$ cat src/design/psm_pkg.sv
// Package for the positive sample median block.
// Holds the controller state type and the command and status structs.
// No dependencies.
`timescale 1ns / 1ps
`default_nettype none

package psm_pkg;

  typedef enum logic [2:0] {
    ST_IDLE,
    ST_SHIFT,
    ST_PLACE,
    ST_MED_RD,
    ST_MED_WAIT
  } state_t;

  typedef struct packed {
    logic accept;
    logic shift;
    logic place;
    logic med_read;
    logic load_out;
  } dp_cmd_t;

  typedef struct packed {
    logic keep;
    logic cnt_zero;
    logic gt;
    logic pos_one;
    logic last_reg;
    logic out_free;
  } dp_status_t;

endpackage

`default_nettype wire

$ cat src/design/psm_in_if.sv
// Input channel of the positive sample median block: one sample item.
// Carries valid, ready, sample and last. No dependencies.
`timescale 1ns / 1ps
`default_nettype none

interface psm_in_if #(
  parameter int SAMPLE_WIDTH = 24
);
  logic                           valid;
  logic                           ready;
  logic signed [SAMPLE_WIDTH-1:0] sample;
  logic                           last;

  modport source (output valid, output sample, output last, input ready);
  modport sink   (input valid, input sample, input last, output ready);
endinterface

`default_nettype wire

$ cat src/design/psm_out_if.sv
// Result channel of the positive sample median block: one result item.
// Carries valid, ready, median, empty_res and overflow. No dependencies.
`timescale 1ns / 1ps
`default_nettype none

interface psm_out_if #(
  parameter int SAMPLE_WIDTH = 24
);
  logic                           valid;
  logic                           ready;
  logic signed [SAMPLE_WIDTH-1:0] median;
  logic                           empty_res;
  logic                           overflow;

  modport source (output valid, output median, output empty_res, output overflow,
                  input ready);
  modport sink   (input valid, input median, input empty_res, input overflow,
                  output ready);
endinterface

`default_nettype wire

$ cat src/design/psm_datapath.sv
// Datapath of the positive sample median block: sorted sample memory,
// insertion walk, fill count, drop flag and result register. Uses psm_pkg.
`timescale 1ns / 1ps
`default_nettype none

module psm_datapath #(
  parameter int MAX_SAMPLES  = 64,
  parameter int SAMPLE_WIDTH = 24
) (
  input  wire logic                           clk,
  input  wire logic                           rst,
  input  wire psm_pkg::dp_cmd_t               cmd,
  output psm_pkg::dp_status_t                 status,
  input  wire logic signed [SAMPLE_WIDTH-1:0] in_sample,
  input  wire logic                           in_last,
  output logic signed [SAMPLE_WIDTH-1:0]      median,
  output logic                                empty_res,
  output logic                                overflow,
  output logic                                out_valid,
  input  wire logic                           out_ready
);

  localparam int AW = $clog2(MAX_SAMPLES);
  localparam int CW = $clog2(MAX_SAMPLES + 1);

  logic signed [SAMPLE_WIDTH-1:0] mem [MAX_SAMPLES];
  logic signed [SAMPLE_WIDTH-1:0] rd_data;
  logic signed [SAMPLE_WIDTH-1:0] s_reg;
  logic                           last_reg;
  logic [AW-1:0]                  pos;
  logic [CW-1:0]                  count;
  logic                           dropped;

  logic                           positive;
  logic                           room;
  logic                           rd_en;
  logic [AW-1:0]                  rd_addr;
  logic                           wr_en;
  logic [AW-1:0]                  wr_addr;
  logic signed [SAMPLE_WIDTH-1:0] wr_data;
  logic                           gt;
  logic                           out_free;

  assign positive = !in_sample[SAMPLE_WIDTH-1] && (|in_sample);
  assign room     = count < CW'(MAX_SAMPLES);
  assign gt       = rd_data > s_reg;
  assign out_free = !out_valid || out_ready;

  always_comb begin
    status.keep     = positive && room;
    status.cnt_zero = count == '0;
    status.gt       = gt;
    status.pos_one  = pos == AW'(1);
    status.last_reg = last_reg;
    status.out_free = out_free;
  end

  // read port: previous neighbour during the walk, median index at the close
  always_comb begin
    rd_en   = 1'b0;
    rd_addr = '0;
    if (cmd.accept && positive && room && count != '0) begin
      rd_en   = 1'b1;
      rd_addr = AW'(count - CW'(1));
    end else if (cmd.shift && gt && pos != AW'(1)) begin
      rd_en   = 1'b1;
      rd_addr = pos - AW'(2);
    end else if (cmd.med_read) begin
      rd_en   = 1'b1;
      rd_addr = AW'(count >> 1);
    end
  end

  always_comb begin
    wr_en   = cmd.shift || cmd.place;
    wr_addr = pos;
    wr_data = (cmd.shift && gt) ? rd_data : s_reg;
  end

  always_ff @(posedge clk) begin
    if (wr_en) begin
      mem[wr_addr] <= wr_data;
    end
    if (rd_en) begin
      rd_data <= mem[rd_addr];
    end
  end

  always_ff @(posedge clk) begin
    if (cmd.accept) begin
      s_reg    <= in_sample;
      last_reg <= in_last;
      pos      <= AW'(count);
    end else if (cmd.shift && gt) begin
      pos <= pos - AW'(1);
    end
  end

  always_ff @(posedge clk) begin
    if (rst) begin
      count   <= '0;
      dropped <= 1'b0;
    end else if (cmd.load_out) begin
      count   <= '0;
      dropped <= 1'b0;
    end else begin
      if (cmd.accept && positive && !room) begin
        dropped <= 1'b1;
      end
      if ((cmd.shift && !gt) || cmd.place) begin
        count <= count + CW'(1);
      end
    end
  end

  always_ff @(posedge clk) begin
    if (rst) begin
      out_valid <= 1'b0;
    end else if (cmd.load_out) begin
      out_valid <= 1'b1;
    end else if (out_ready) begin
      out_valid <= 1'b0;
    end
  end

  always_ff @(posedge clk) begin
    if (cmd.load_out) begin
      median    <= (count == '0) ? '0 : rd_data;
      empty_res <= count == '0;
      overflow  <= dropped;
    end
  end

endmodule

`default_nettype wire

$ cat src/design/psm_ctrl.sv
// Controller of the positive sample median block: sequences acceptance,
// the insertion walk and the median read. Uses psm_pkg.
`timescale 1ns / 1ps
`default_nettype none

module psm_ctrl (
  input  wire logic                clk,
  input  wire logic                rst,
  input  wire logic                in_valid,
  input  wire logic                in_last,
  output logic                     in_ready,
  input  wire psm_pkg::dp_status_t status,
  output psm_pkg::dp_cmd_t         cmd
);

  psm_pkg::state_t state;
  psm_pkg::state_t state_next;

  always_ff @(posedge clk) begin
    if (rst) begin
      state <= psm_pkg::ST_IDLE;
    end else begin
      state <= state_next;
    end
  end

  always_comb begin
    state_next = state;
    unique case (state)
      psm_pkg::ST_IDLE: begin
        if (in_valid) begin
          if (status.keep) begin
            state_next = status.cnt_zero ? psm_pkg::ST_PLACE : psm_pkg::ST_SHIFT;
          end else if (in_last) begin
            state_next = psm_pkg::ST_MED_RD;
          end
        end
      end
      psm_pkg::ST_SHIFT: begin
        if (status.gt) begin
          if (status.pos_one) begin
            state_next = psm_pkg::ST_PLACE;
          end
        end else begin
          state_next = status.last_reg ? psm_pkg::ST_MED_RD : psm_pkg::ST_IDLE;
        end
      end
      psm_pkg::ST_PLACE: begin
        state_next = status.last_reg ? psm_pkg::ST_MED_RD : psm_pkg::ST_IDLE;
      end
      psm_pkg::ST_MED_RD: begin
        state_next = psm_pkg::ST_MED_WAIT;
      end
      psm_pkg::ST_MED_WAIT: begin
        if (status.out_free) begin
          state_next = psm_pkg::ST_IDLE;
        end
      end
      default: begin
        state_next = psm_pkg::ST_IDLE;
      end
    endcase
  end

  always_comb begin
    in_ready     = state == psm_pkg::ST_IDLE;
    cmd.accept   = (state == psm_pkg::ST_IDLE) && in_valid;
    cmd.shift    = state == psm_pkg::ST_SHIFT;
    cmd.place    = state == psm_pkg::ST_PLACE;
    cmd.med_read = state == psm_pkg::ST_MED_RD;
    cmd.load_out = (state == psm_pkg::ST_MED_WAIT) && status.out_free;
  end

endmodule

`default_nettype wire

$ cat src/design/positive_sample_median.sv
// Positive sample median: top level joining controller and datapath.
// Uses psm_pkg, psm_in_if, psm_out_if, psm_ctrl and psm_datapath.
//
// Usage: sample items arrive on the samples channel; the item with last set
// closes the set and its sample belongs to it. Only strictly positive samples
// are kept, in an ascending sorted memory of MAX_SAMPLES entries; further
// positive samples are dropped and flag overflow. For each closing item one
// result item leaves on the results channel: the kept sample at index
// count/2 (upper median), or zero with empty_res set for an empty set.
// Sequence: an item that is not kept is handled in the idle state alone. A kept
// item goes on through the insertion walk, whose length grows with the kept
// count and which moves one memory entry per cycle through the single read and
// write port. A closing item then passes the median read and wait states; the
// result is registered and is loaded when the wait state ends.
// The result register lets the next set's items be taken while a result
// waits; a closing item waits only while the earlier result is unread.
// Reset (synchronous, active high) clears the fill count, the drop flag,
// the controller and the result valid; memory contents are not cleared.
`timescale 1ns / 1ps
`default_nettype none

module positive_sample_median #(
  parameter int MAX_SAMPLES  = 64,
  parameter int SAMPLE_WIDTH = 24
) (
  input  wire logic clk,
  input  wire logic rst,
  psm_in_if.sink    samples,
  psm_out_if.source results
);

  psm_pkg::dp_cmd_t    cmd;
  psm_pkg::dp_status_t status;

  psm_ctrl u_ctrl (
    .clk      (clk),
    .rst      (rst),
    .in_valid (samples.valid),
    .in_last  (samples.last),
    .in_ready (samples.ready),
    .status   (status),
    .cmd      (cmd)
  );

  psm_datapath #(
    .MAX_SAMPLES  (MAX_SAMPLES),
    .SAMPLE_WIDTH (SAMPLE_WIDTH)
  ) u_datapath (
    .clk       (clk),
    .rst       (rst),
    .cmd       (cmd),
    .status    (status),
    .in_sample (samples.sample),
    .in_last   (samples.last),
    .median    (results.median),
    .empty_res (results.empty_res),
    .overflow  (results.overflow),
    .out_valid (results.valid),
    .out_ready (results.ready)
  );

endmodule

`default_nettype wire

$ cat src/flat_wrapper.sv
// flat-port wrapper written by rule: the top's interface ports become plain ports
module positive_sample_median_flat 
#(
  parameter int MAX_SAMPLES  = 64,
  parameter int SAMPLE_WIDTH = 24
)
  (clk, rst, samples_valid, samples_sample, samples_last, samples_ready, results_valid, results_median, results_empty_res, results_overflow, results_ready);
  psm_in_if #(.SAMPLE_WIDTH(SAMPLE_WIDTH)) samples_i ();
  psm_out_if #(.SAMPLE_WIDTH(SAMPLE_WIDTH)) results_i ();
  input  wire logic clk;
  input  wire logic rst;
  input wire logic [$bits(samples_i.valid)-1:0] samples_valid;
  input wire logic [$bits(samples_i.sample)-1:0] samples_sample;
  input wire logic [$bits(samples_i.last)-1:0] samples_last;
  output wire logic [$bits(samples_i.ready)-1:0] samples_ready;
  output wire logic [$bits(results_i.valid)-1:0] results_valid;
  output wire logic [$bits(results_i.median)-1:0] results_median;
  output wire logic [$bits(results_i.empty_res)-1:0] results_empty_res;
  output wire logic [$bits(results_i.overflow)-1:0] results_overflow;
  input wire logic [$bits(results_i.ready)-1:0] results_ready;
  assign samples_i.valid = samples_valid;
  assign samples_i.sample = samples_sample;
  assign samples_i.last = samples_last;
  assign samples_ready = samples_i.ready;
  assign results_valid = results_i.valid;
  assign results_median = results_i.median;
  assign results_empty_res = results_i.empty_res;
  assign results_overflow = results_i.overflow;
  assign results_i.ready = results_ready;
  positive_sample_median #(.MAX_SAMPLES(MAX_SAMPLES), .SAMPLE_WIDTH(SAMPLE_WIDTH)) u_core (.clk(clk), .rst(rst), .samples(samples_i), .results(results_i));
endmodule
$ cat config.mk
export PLATFORM = sky130hd
export DESIGN_NAME = positive_sample_median_flat
export DESIGN_NICKNAME = d
export VERILOG_FILES = /design/src/design/psm_pkg.sv /design/src/design/psm_in_if.sv /design/src/design/psm_out_if.sv /design/src/design/psm_datapath.sv /design/src/design/psm_ctrl.sv /design/src/design/positive_sample_median.sv /design/src/flat_wrapper.sv
export SDC_FILE = /design/constraint.sdc
export NUM_CORES = 2
export LEC_CHECK = 0
export BUFFER_PORTS_ARGS = -buffer_cell sky130_fd_sc_hd__buf_4
export CAP_MARGIN = 20
export CORE_MARGIN = 2
export CORE_UTILIZATION = 25
export DETAILED_ROUTE_END_ITERATION = 10
export GPL_TIMING_DRIVEN = 0
export HOLD_SLACK_MARGIN = 0.08
export PLACE_DENSITY = 0.38
export SLEW_MARGIN = 25
export SYNTH_ARGS = -nofsm -noshare
export SYNTH_HDL_FRONTEND = slang
export SYNTH_HIERARCHICAL = 1
export SYNTH_SLANG_ARGS = --single-unit
$ cat constraint.sdc
create_clock -name clk -period 11 [get_ports clk]
set_input_delay 1.65 -clock clk [delete_from_list [all_inputs] [get_ports clk]]
set_output_delay 1.65 -clock clk [all_outputs]
set_load 0.02 [all_outputs]
==> impl_metrics.py <==
metrics = {
    "outcome": {
        "status": "complete, no violations",
    },
    "cells_and_area": {
        "regMostFlops": "u_core/u_datapath/mem",
        "fin_util_pct": 30.2,
        "area_delta_synth_final_pct": 20.0,
        "drive_gt1_share_pct": 13.0,
        "multi_input_area_um2": 15000,
        "seq_area_um2": 48800,
        "fin_area_um2": 77600,
        "largest_reg_flops": 1536,
        "fin_nets": 4877,
        "fillerInstances": 25700,
    },
    "clocking": {
        "cts_buffers": 180,
        "cts_tree": "built",
        "cts.sinks": 1629,
        "htreeDepth": 4,
        "clk_pin_slew_ps": 60,
        "clockBufferDepth": 3,
        "cts_root_buf": "clkbuf_16",
        "post_cts_buffers": 0,
        "cts_resized": 0,
        "clock_latency_ps": 810,
        "hold_buffers": 0,
    },
    "floorplanning": {
        "start_util_pct": 25.2,
        "io_pins": 57,
        "core_um2": 257000,
        "dieArea_um2": 263000,
        "rows": 186,
        "die_y_um": 513,
        "die_width_um": 513,
    },
    "placed_design": {
        "io_buffers": 56,
        "gp_congestion": 0.834,
        "placed_area_um2": 72200,
        "pre_cts_slack_ps": 2790,
        "hpwlAfterDp_um": 169000,
    },
    "detailed_routing": {
        "wl_um": 235000,
        "dr.pass1.iters": 6,
        "vias": 40200,
        "routedWlPerCell_um": 28.1,
        "drc": 0,
        "vias_per_cell": 4.81,
        "drt_iter0_drc": 3802,
        "antenna_left": 0,
    },
    "sta": {
        "setup_tns_ps": 0,
        "tightestPinTransition_ps": 1150,
        "grt_setup_unrepaired": "no",
        "max_freq_mhz": 126,
        "setup_viol": 0,
        "finalMaxSlewViolations": 0,
        "holdWs_ps": 468,
        "finalCritPeriodShare_pct": 72.3,
        "slew_headroom_pct": 23.0,
        "fin_crit_ps": 7950,
        "skew_ps": 33.2,
        "finalWorstSetupSlack_ps": 3050,
        "hold_viol": 0,
    },
    "synthesis": {
        "synth_top_area_cell": "edfxtp_1",
        "synth_fp_nets": 4545,
        "synth.most_common_cell": "edfxtp_1",
        "synth_edf_count": 1617,
        "yosys.cell_types.count": 67,
        "yosys_warnings": 6,
        "syn_inst": 4483,
        "ys_top_cells_by_area": "edfxtp_1 (75%), nand2_1 (5.2%), mux2i_1 (2.9%), a21oi_1 (1.8%), a31oi_1 (1.4%)",
        "ys_top_cells_by_count": "edfxtp_1 (1617), nand2_1 (891), a21oi_1 (229)",
        "synthesis.area_um2": 64600,
        "synth_ff_type": "edfxtp_1",
        "avgSynthCellArea_um2": 14.4,
        "ys_ff_latch": 1629,
        "yosysSeqAreaShare_pct": 75.5,
        "synth_top_area_share_pct": 75.1,
        "synthArstFlopShare_pct": 0,
    },
    "power_and_ir_drop": {
        "power_density_nw_per_um2": 300,
        "ir_drop_mv": 0.180,
        "leakage_uw": 0.0261,
    },
    "global_routing": {
        "overflow": 0,
        "grt_pass1_vias": 39500,
        "grt_pass1_wl_um": 324000,
        "met3_usage_pct": 2.78,
        "met1_usage_pct": 24.3,
        "track_usage_pct": 17.6,
        "antenna_found_initial": 22,
        "grtUsageMet2_pct": 28.6,
        "grt_max_degree": 65,
        "busiest_layer": "met2",
    },
    "setup_path": {
        "start_kind": "register",
        "path_buf_inv": 2,
        "path_cells": "ha_1, nand4_1, nor4_2, o311ai_2, and3_1, a41oi_2, a221o_1, nand2_2, nor2_2, buf_2, buf_2, a22oi_1, nand4_1, nand4_1, or4_1",
        "worst_path_most_repeated_cell": "nand4_1",
        "critPathSlowestCell": "nor4_2",
        "crit_family": "simple AND/OR/NAND/NOR gates",
        "cp-end-kind": "register",
        "crit_fanout": 10,
        "crit_required_ps": 11530,
        "critical_path_class": "reg2reg",
        "arrival_ps": 8480,
        "worst_path_largest_cell_delay_ps": 760,
    },
    "job": {
        "max-cap-violations": 0,
    },
    "min_path": {
        "min_path_type": "reg2reg",
    },
}
per-stage QoR:
step / power, uW / instances
CTS: 23500 / 8333
floorplan: 12700 / 4483
detailed placement: 17800 / 8017
global route: 24200 / 8334
global placement: 17500 / 7923
finish: 23200 / 8349
power by group:
part / switching [uW] / internal [uW]
Sequential: 151 / 8020
Clock: 2440 / 3170
Combinational: 7250 / 2200
cell type report:
type,instances,share of cell area [%]
multi-input cells,2529,19.3
repair buffers,150,3.47
inverters,37,0.179
flip-flops and latches,1629,62.9
diodes,16,0.0516
clock buffers,249,6.42
clock inverters,67,0.436
well taps,3384,5.46
plain buffers,288,1.76
final timing paths:
kind         slack, ps  cells past startpoint                                     end                               startpoint
max               3050                     15  u_core/u_datapath/rd_data[9]$_DFFE_PP_  u_core/u_datapath/rd_data[22]$_DFFE_PP_
min                470                      0    u_core/u_datapath/overflow$_DFFE_PP_   u_core/u_datapath/dropped$_SDFFE_PP0P_
max reg2reg       3050                     15  u_core/u_datapath/rd_data[9]$_DFFE_PP_  u_core/u_datapath/rd_data[22]$_DFFE_PP_
min reg2reg        470                      0    u_core/u_datapath/overflow$_DFFE_PP_   u_core/u_datapath/dropped$_SDFFE_PP0P_
logic make-up (layout without fill, tap and decap cells):
kind of cell / after synthesis / after routing / share of synthesized area [%]
AND/OR/NAND/NOR: 1516 / 1516 / 10.5
other: 0 / 16 / 0
multiplexers: 213 / 213 / 3.34
buffers and inverters: 325 / 791 / 2.31
AO/OA/AOI/OAI: 751 / 751 / 7.53
XOR/XNOR: 16 / 16 / 0.217
adder cells (fa/ha/maj): 33 / 33 / 0.639
flip-flops: 1629 / 1629 / 75.5
placed cells by master (no fill, tap or decap), drive strengths merged, types with 22 or more instances in the layout:
| cell | instances |
|---|---|
| edfxtp | 1617 |
| nand2 | 894 |
| clkbuf | 373 |
| buf | 314 |
| a21oi | 230 |
| mux2i | 190 |
| nand3 | 158 |
| a31oi | 142 |
| nor2 | 141 |
| nand4 | 131 |
| a32oi | 79 |
| o21ai | 63 |
| clkinv | 61 |
| nor3 | 56 |
| and3 | 51 |
| a22oi | 50 |
| a211oi | 48 |
| o22ai | 46 |
| inv | 40 |
| ha | 33 |
| o211ai | 26 |
| a211o | 25 |
| nor2b | 24 |
| or4 | 23 |
| mux2 | 23 |
| o2bb2ai | 22 |
layer usage:
| metal | part of all wire [%] | wire (um) |
|---|---|---|
| met1 | 45 | 107000 |
| met2 | 47 | 110000 |
| met3 | 5.1 | 12000 |
| met4 | 2.4 | 5730 |
| met5 | 0.025 | 58 |
(Power assumes the default switching activity.)
